### src/sv/zlbm_pkg.sv
package zlbm_pkg;

	// Fixed field widths of one word on either side.
	localparam int unsigned UNIT_W   = 6;
	localparam int unsigned SLOT_W   = 11;
	localparam int unsigned IDX_W    = 16;
	localparam int unsigned ENTRY_W  = IDX_W + 1;
	localparam int unsigned LOC_W    = 48;
	localparam int unsigned BUCKET_W = 12;
	localparam int unsigned CFG_W    = 48;
	localparam int unsigned CIDX_W   = 3;
	localparam int unsigned IN_W     = 16;
	localparam int unsigned OUT_W    = 80;

	localparam logic [6:0]  MAX_UNITS          = 7'd64;
	localparam logic [10:0] MAX_SLOTS_PER_UNIT = 11'd1024;

	typedef enum logic [1:0] {
		MODE_LOOKUP = 2'd0,
		MODE_WRITE  = 2'd1,
		MODE_ERASE  = 2'd2,
		MODE_SCAN   = 2'd3
	} mode_t;

	typedef enum logic [2:0] {
		ST_OK        = 3'd0,
		ST_RING_FULL = 3'd1,
		ST_WR_FAIL   = 3'd2,
		ST_NOT_FOUND = 3'd3,
		ST_LIVE_LEFT = 3'd4
	} status_t;

	typedef enum logic [CIDX_W-1:0] {
		CFG_NUM_UNITS    = 3'd0,
		CFG_BPU          = 3'd1,
		CFG_BUCKET_BYTES = 3'd2,
		CFG_ZONE_BYTES   = 3'd3,
		CFG_BASE_OFFSET  = 3'd4,
		CFG_CLEAN_LIMIT  = 3'd5
	} cfg_idx_t;

	typedef enum logic [3:0] {
		FSM_CLEAR,
		FSM_IDLE,
		FSM_LK_READ,
		FSM_DIV,
		FSM_SCAN,
		FSM_W_DECIDE,
		FSM_W_CALC,
		FSM_W_COMMIT,
		FSM_MUL,
		FSM_SUM,
		FSM_OUT
	} fsm_t;

endpackage

### src/sv/zlbm_div.sv
module zlbm_div (
	input  logic                        clk,
	input  logic                        arst_n,
	input  logic                        start,
	input  logic [zlbm_pkg::IDX_W-1:0]  dividend,
	input  logic [zlbm_pkg::SLOT_W-1:0] divisor,
	output logic [zlbm_pkg::IDX_W-1:0]  quot,
	output logic [zlbm_pkg::SLOT_W-1:0] rem,
	output logic                        done
);
	import zlbm_pkg::*;

	logic [IDX_W-1:0]  dvd_q;
	logic [SLOT_W-1:0] rem_q;
	logic [SLOT_W-1:0] dsr_q;
	logic [4:0]        cnt_q;
	logic              busy_q;
	logic              done_q;
	logic [SLOT_W:0]   shifted;
	logic              take;

	// Restoring division, one quotient bit a cycle.
	always_comb begin
		shifted = {rem_q, dvd_q[IDX_W-1]};
		take    = shifted >= {1'b0, dsr_q};
	end

	always_ff @(posedge clk or negedge arst_n) begin
		if (!arst_n) begin
			busy_q <= 1'b0;
			done_q <= 1'b0;
			cnt_q  <= '0;
		end else begin
			done_q <= 1'b0;
			if (start) begin
				busy_q <= 1'b1;
				cnt_q  <= 5'(IDX_W);
			end else if (busy_q) begin
				cnt_q <= cnt_q - 5'd1;
				if (cnt_q == 5'd1) begin
					busy_q <= 1'b0;
					done_q <= 1'b1;
				end
			end
		end
	end

	always_ff @(posedge clk) begin
		if (start) begin
			dvd_q <= dividend;
			rem_q <= '0;
			dsr_q <= divisor;
		end else if (busy_q) begin
			dvd_q <= {dvd_q[IDX_W-2:0], take};
			rem_q <= take ? SLOT_W'(shifted - {1'b0, dsr_q}) : shifted[SLOT_W-1:0];
		end
	end

	assign quot = dvd_q;
	assign rem  = rem_q;
	assign done = done_q;

endmodule

### config.mk
export PLATFORM = sky130hd
export DESIGN_NAME = zlbm_div
export DESIGN_NICKNAME = d
export VERILOG_FILES = /design/src/sv/zlbm_pkg.sv /design/src/sv/zlbm_div.sv
export SDC_FILE = /design/constraint.sdc
export NUM_CORES = 1
export LEC_CHECK = 0
export BUFFER_PORTS_ARGS = -buffer_cell sky130_fd_sc_hd__buf_2
export CAP_MARGIN = 30
export CORE_MARGIN = 2
export CORE_UTILIZATION = 45
export DETAILED_ROUTE_END_ITERATION = 8
export PLACE_DENSITY = 0.71
export SYNTH_ARGS = -nofsm -noshare
export SYNTH_HDL_FRONTEND = slang
export SYNTH_SLANG_ARGS = --single-unit
### constraint.sdc
create_clock -name clk -period 2.2 [get_ports clk]
set_input_delay 0.22 -clock clk [delete_from_list [all_inputs] [get_ports clk]]
set_output_delay 0.22 -clock clk [all_outputs]
set_load 0.01 [all_outputs]
; Yosys cells after proc, flatten, opt, wreduce, memory -nomap -nowiden
; Index checks and enable logic that the tools add are counted.
[totals]
ff_bits = 45
input_bits = 30
out_inout_bits = 28
wordCells = 22
[classes]
addsub = 2
magnitude_cmp = 1
n_eq_ne = 1
mux = 11
n_reduce_logical = 1
[op_table]
columns = cell, n
row1 = 16-bit two-way mux, 2
row2 = 12-bit by 11-bit greater-or-equal comparator with 1-bit output, 1
row3 = 11-bit two-way mux, 1
row4 = 11-bit subtractor, 1
row5 = 5-bit two-way mux, 2
row6 = 1-bit two-way mux, 6
row7 = 5-bit by 1-bit == test with 1-bit output (second input constant), 1
row8 = 5-bit by 1-bit subtractor with 5-bit output (second input constant), 1
row9 = 2-bit nonzero test, 1

; Longest topological paths before layout
[depth]
depth_word = 4
ltp_mapped = 10

; Worst setup path before layout
; OpenSTA, ideal clock, no wires.
[synth_timing]
path_kind = reg-to-reg
start = reg dvd_q[15], in the netlist quot[15]
end = reg rem_q[0], in the netlist rem[0]
setup_ns = 0.079
arrival_time_ns = 2.191
path_slack_ns = -0.071
stages_incl_launch_ff = 10
path_buffers = 0
cell_sequence = edfxtp_1 > inv_1 > ha_1 > fa_1 > nor2b_1 > o31a_1 > o21ai_2 > o21ai_2 > mux2_4 > a211oi_2
[synth_between]
elab_chain_cells = 2
[synth_lines]
columns = element, line
row1 = start: declaration, zlbm_div.sv:13  ; logic [IDX_W-1:0] dvd_q;
row2 = start signal: assignment, zlbm_div.sv:50  ; dvd_q <= dividend;
row3 = start signal: assignment, zlbm_div.sv:54  ; dvd_q <= {dvd_q[IDX_W-2:0], take};
row4 = 11-bit subtractor or 12-bit by 11-bit greater-or-equal comparator with 1-bit output (tied branches), "zlbm_div.sv:55, zlbm_div.sv:25"
row5 = 11-bit two-way mux (*), zlbm_div.sv:55  ; rem_q <= take ? SLOT_W'(shifted - {1'b0, dsr_q}) : shifted[SLOT_W-1:0];
row6 = end signal: assignment, zlbm_div.sv:55
row7 = end: declaration, zlbm_div.sv:14  ; logic [SLOT_W-1:0] rem_q;
; Mark *: on every way between the ends. The rest lies on a longest branch, timed or not.
; A chain may end at the register's enable or synchronous reset.

; Worst setup path after layout
[layout_timing]
start = reg dvd_q[15], in the netlist quot[15]
end = reg dvd_q[0], in the netlist quot[0] (data pin)
[layout_between]
elab_chain_cells = 3
[layout_lines]
columns = element, line
row1 = 12-bit by 11-bit greater-or-equal comparator with 1-bit output, zlbm_div.sv:25  ; take = shifted >= {1'b0, dsr_q};
row2 = 16-bit two-way mux, zlbm_div.sv:53  ; end else if (busy_q) begin
row3 = 16-bit two-way mux, zlbm_div.sv:49  ; if (start) begin
; No other way between the ends. The select of a mux whose other input is x is not followed.

==> flow_summary.json <==
{
  "finalWeightedCongestion": 0.833,
  "met3_usage": 0.0395,
  "n_antenna_cell": 0,
  "wl_per_cell_um": 13.6,
  "yosys_warnings": 0,
  "rsz0062_at_grt": "yes",
  "holdPathEnd": "dsr_q[1]",
  "clk-insertion-delay-late_ps": 300,
  "max_freq_mhz": 437,
  "busiest_layer": "met2",
  "whs_path_depth": 1,
  "reg2reg_from": "quot[15]",
  "rows": 26,
  "ir_worst_vdd_uv": 796,
  "die-width_um": 77.4,
  "start_util": 0.472,
  "power_uw": 3890,
  "grt_use_met2": 0.315,
  "path_cells": "inv_2 > ha_4 > fa_2 > nor2b_4 > o31a_1 > o21ai_2 > o21ai_4 > buf_6 > buf_6 > mux2_4",
  "worst_setup_path_end_kind": "flip-flop",
  "slowest_delay_ps": 410,
  "fin_tns_setup_ps": -245,
  "synth_edf_count": 27,
  "via_count": 1934,
  "finalMaxSlewViolations": 0,
  "cp-start-kind": "flip-flop",
  "nets": 352,
  "syn_inst": 212,
  "combPwrFrac": 0.522,
  "cts_buffers": 5,
  "areaGrowthSynthToFinish_pct": 35.6,
  "netlist.area_leader.share": 0.335,
  "worst_slew_pin_slew_ps": 496,
  "cp_common_cell": "buf_6",
  "r2r_cells": 10,
  "cp_data_arrival_time_ps": 2340,
  "p_leak_uw": 0.00148,
  "critPathBufInv": 3,
  "io_buffers": 57,
  "ios": 58,
  "finalHoldViolations": 0,
  "finalCritPeriodShare": 1.04,
  "syn_nets": 256,
  "outcome": "finished with violations",
  "sw_frac_of_total": 0.352,
  "drt-total-wl_um": 5150,
  "antenna_found_initial": 0,
  "hp-start": "divisor[1]",
  "hpwlAfterDp_um": 3700,
  "post_route_cells_drive_above_1_share": 0.472,
  "crit_type": "flip-flop to flip-flop",
  "power_switching_uw": 1370,
  "grt_start_max_net_pins": 24,
  "p_per_area_nw_per_um2": 1180,
  "core_area_um2": 5140,
  "grt_pass1_wl_um": 8540,
  "htree_levels": 2,
  "async_flop_share": 0.156,
  "die-area_um2": 5990,
  "internal_power_uw": 2520,
  "ys_ff_latch": 45,
  "rrSetupSlack_ps": -90,
  "layoutNonFillerInstCount": 379,
  "cts_buffer_depth": 2,
  "via_per_inst": 5.10,
  "relSlewSlack": 0.670,
  "first_global_vias": 1871,
  "rr_endpoint": "quot[0]",
  "setup_viol": 9,
  "first_pass_iters": 4,
  "worstPathRequired_ps": 2260,
  "period_needed_ps": 2290,
  "path_max_fanout": 6,
  "gr-usage-met1": 0.218,
  "fin_skew_ps": 12.1,
  "n_fill_cell": 438,
  "p_seq_frac": 0.316,
  "grt_usage": 0.178,
  "crit_family": "compound AO/OA/AOI/OAI gates",
  "die_h_um": 77.4,
  "syn_area_um2": 2420,
  "cts_root_buffer": "clkbuf_8",
  "grt_overflow": 0,
  "numPlacedInstances": 366,
  "violations": "setup timing",
  "max_cap_viol_count": 0,
  "power_frac_clock": 0.162,
  "ant_nets": 0,
  "synthFlopType": "edfxtp_1",
  "cts.sinks": 45,
  "drc_errors": 0,
  "hp-class": "primary input to flip-flop",
  "finalCoreUtilization": 0.639,
  "fin_ws_ps": -86.0,
  "ys_seq_area_frac": 0.498,
  "synthTopCellsByArea": "edfxtp_1, dfxtp_1, mux2_2",
  "clk_pin_slew_worst_paths_ps": 90,
  "critPathSlowestCell": "edfxtp_1",
  "yosys.area.top_type": "edfxtp_1",
  "synth.avg_cell_area_um2": 11.4,
  "yosysUniqueCellTypes": 50,
  "drt_iter0_drc": 98,
  "cts_tree": "built"
}
metal layers:
metal  routed length, um  up-vias  part of all wire
li1                    -      960                 -
met1                2240      922              0.44
met2                2640       46              0.51
met3                 209        6             0.041
met4                  57        0             0.011
met5                   0        -                 0
timing repair:
action / 4_1_cts / 5_1_grt
hold buffers: 1 / 0
hold endpoints to repair: 7 / 0
endpoints found under the setup margin: 12 / 12
resized for setup: 13 / 12
setup buffers: 3 / 1
pin swaps: 14 / 6
placed cells by master, fill, tap and decap left out, types with 2 or more instances in the layout:
master / instances
buf_2: 57
buf_4: 35
edfxtp_1: 27
nor2_1: 19
mux2_2: 15
inv_1: 14
ha_1: 11
dfxtp_1: 11
o21ai_0: 8
xnor2_1: 8
nand2_1: 7
dfrtp_1: 7
a21oi_1: 5
a211oi_1: 5
nand2b_1: 5
clkbuf_8: 5
buf_6: 5
mux2i_1: 4
a211oi_2: 4
nand3_1: 3
or3_1: 3
inv_2: 2
o21a_1: 2
o31a_1: 2
o21ai_2: 2
mux2_4: 2
nor3b_1: 2
o211ai_1: 2
a311oi_1: 2
mux2i_2: 2
o22ai_2: 2
nor3_1: 2
ha_4: 2
flip-flops by register name (all words and copies together) (netlist names):
signal and flops:
cnt_q 5, busy_q 1, rem 11, done 1, quot 16, dsr_q 11
cell families (layout without fill, tap and decap cells):
group                      Yosys count  in the layout  synth area share
AOI/OAI and AO/OA                   41             41             0.120
xor gates and xnor gates             9              9            0.0325
adders and majority gates           14             14            0.0754
buffers and inverters               26            123            0.0470
DFF                                 45             45             0.498
muxes                               24             24             0.109
and+or+nand+nor                     53             53             0.118
how the worst max path moves through the flow:
| stage | cells after the start | endpoint | slack (ps) | startpoint |
|---|---|---|---|---|
| floorplan | 9 | quot[0] | -50 | quot[15] |
| global placement | 10 | quot[0] | -20 | dsr_q[2] |
| detailed placement | 10 | quot[0] | -60 | dsr_q[2] |
| CTS | 10 | quot[0] | -60 | quot[15] |
| global route | 10 | quot[0] | -180 | quot[15] |
| finish | 10 | quot[0] | -90 | quot[15] |
synthesized netlist by cell type (3+ instances only):
master,n
xnor2_1,8
nand2_1,7
inv_1,16
buf_1,5
dfrtp_1,7
a211oi_1,8
nor2_1,19
nand3_1,3
ha_1,13
mux2i_1,7
dfxtp_1,11
mux2_2,16
edfxtp_1,27
o21ai_0,9
a21oi_1,5
nand2b_1,5
or3_1,3
power by group through the flow:
stage | Sequential (uW) | Clock (uW) | Combinational (uW)
after floorplan | 1310 | 0 | 1010
after global routing | 1250 | 672 | 2220
after global placement | 1230 | 0 | 1730
final | 1230 | 628 | 2030
after CTS | 1230 | 642 | 1890
after detailed placement | 1240 | 0 | 1760
metrics by stage:
| step | hold slack (ps) | setup WS, ps | cell area, um2 |
|---|---|---|---|
| floorplan | -75.6 | -52.6 | 2430 |
| global placement | 58.9 | -22.7 | 3020 |
| detailed placement | 58.2 | -63.5 | 3020 |
| CTS | 82.8 | -55.0 | 3220 |
| global route | 75.0 | -178 | 3290 |
| finish | 87.9 | -86.0 | 3290 |
layout make-up:
class	count	area, um2	share of cell area
multi-input cells	141	1200	0.366
clock buffers	5	68.8	0.0209
well taps	70	87.6	0.0266
inverters	17	63.8	0.0194
flip-flops and latches	45	1210	0.367
clock inverters	3	43.8	0.0133
repair buffers	98	614	0.187
(Power assumes the default switching activity.)
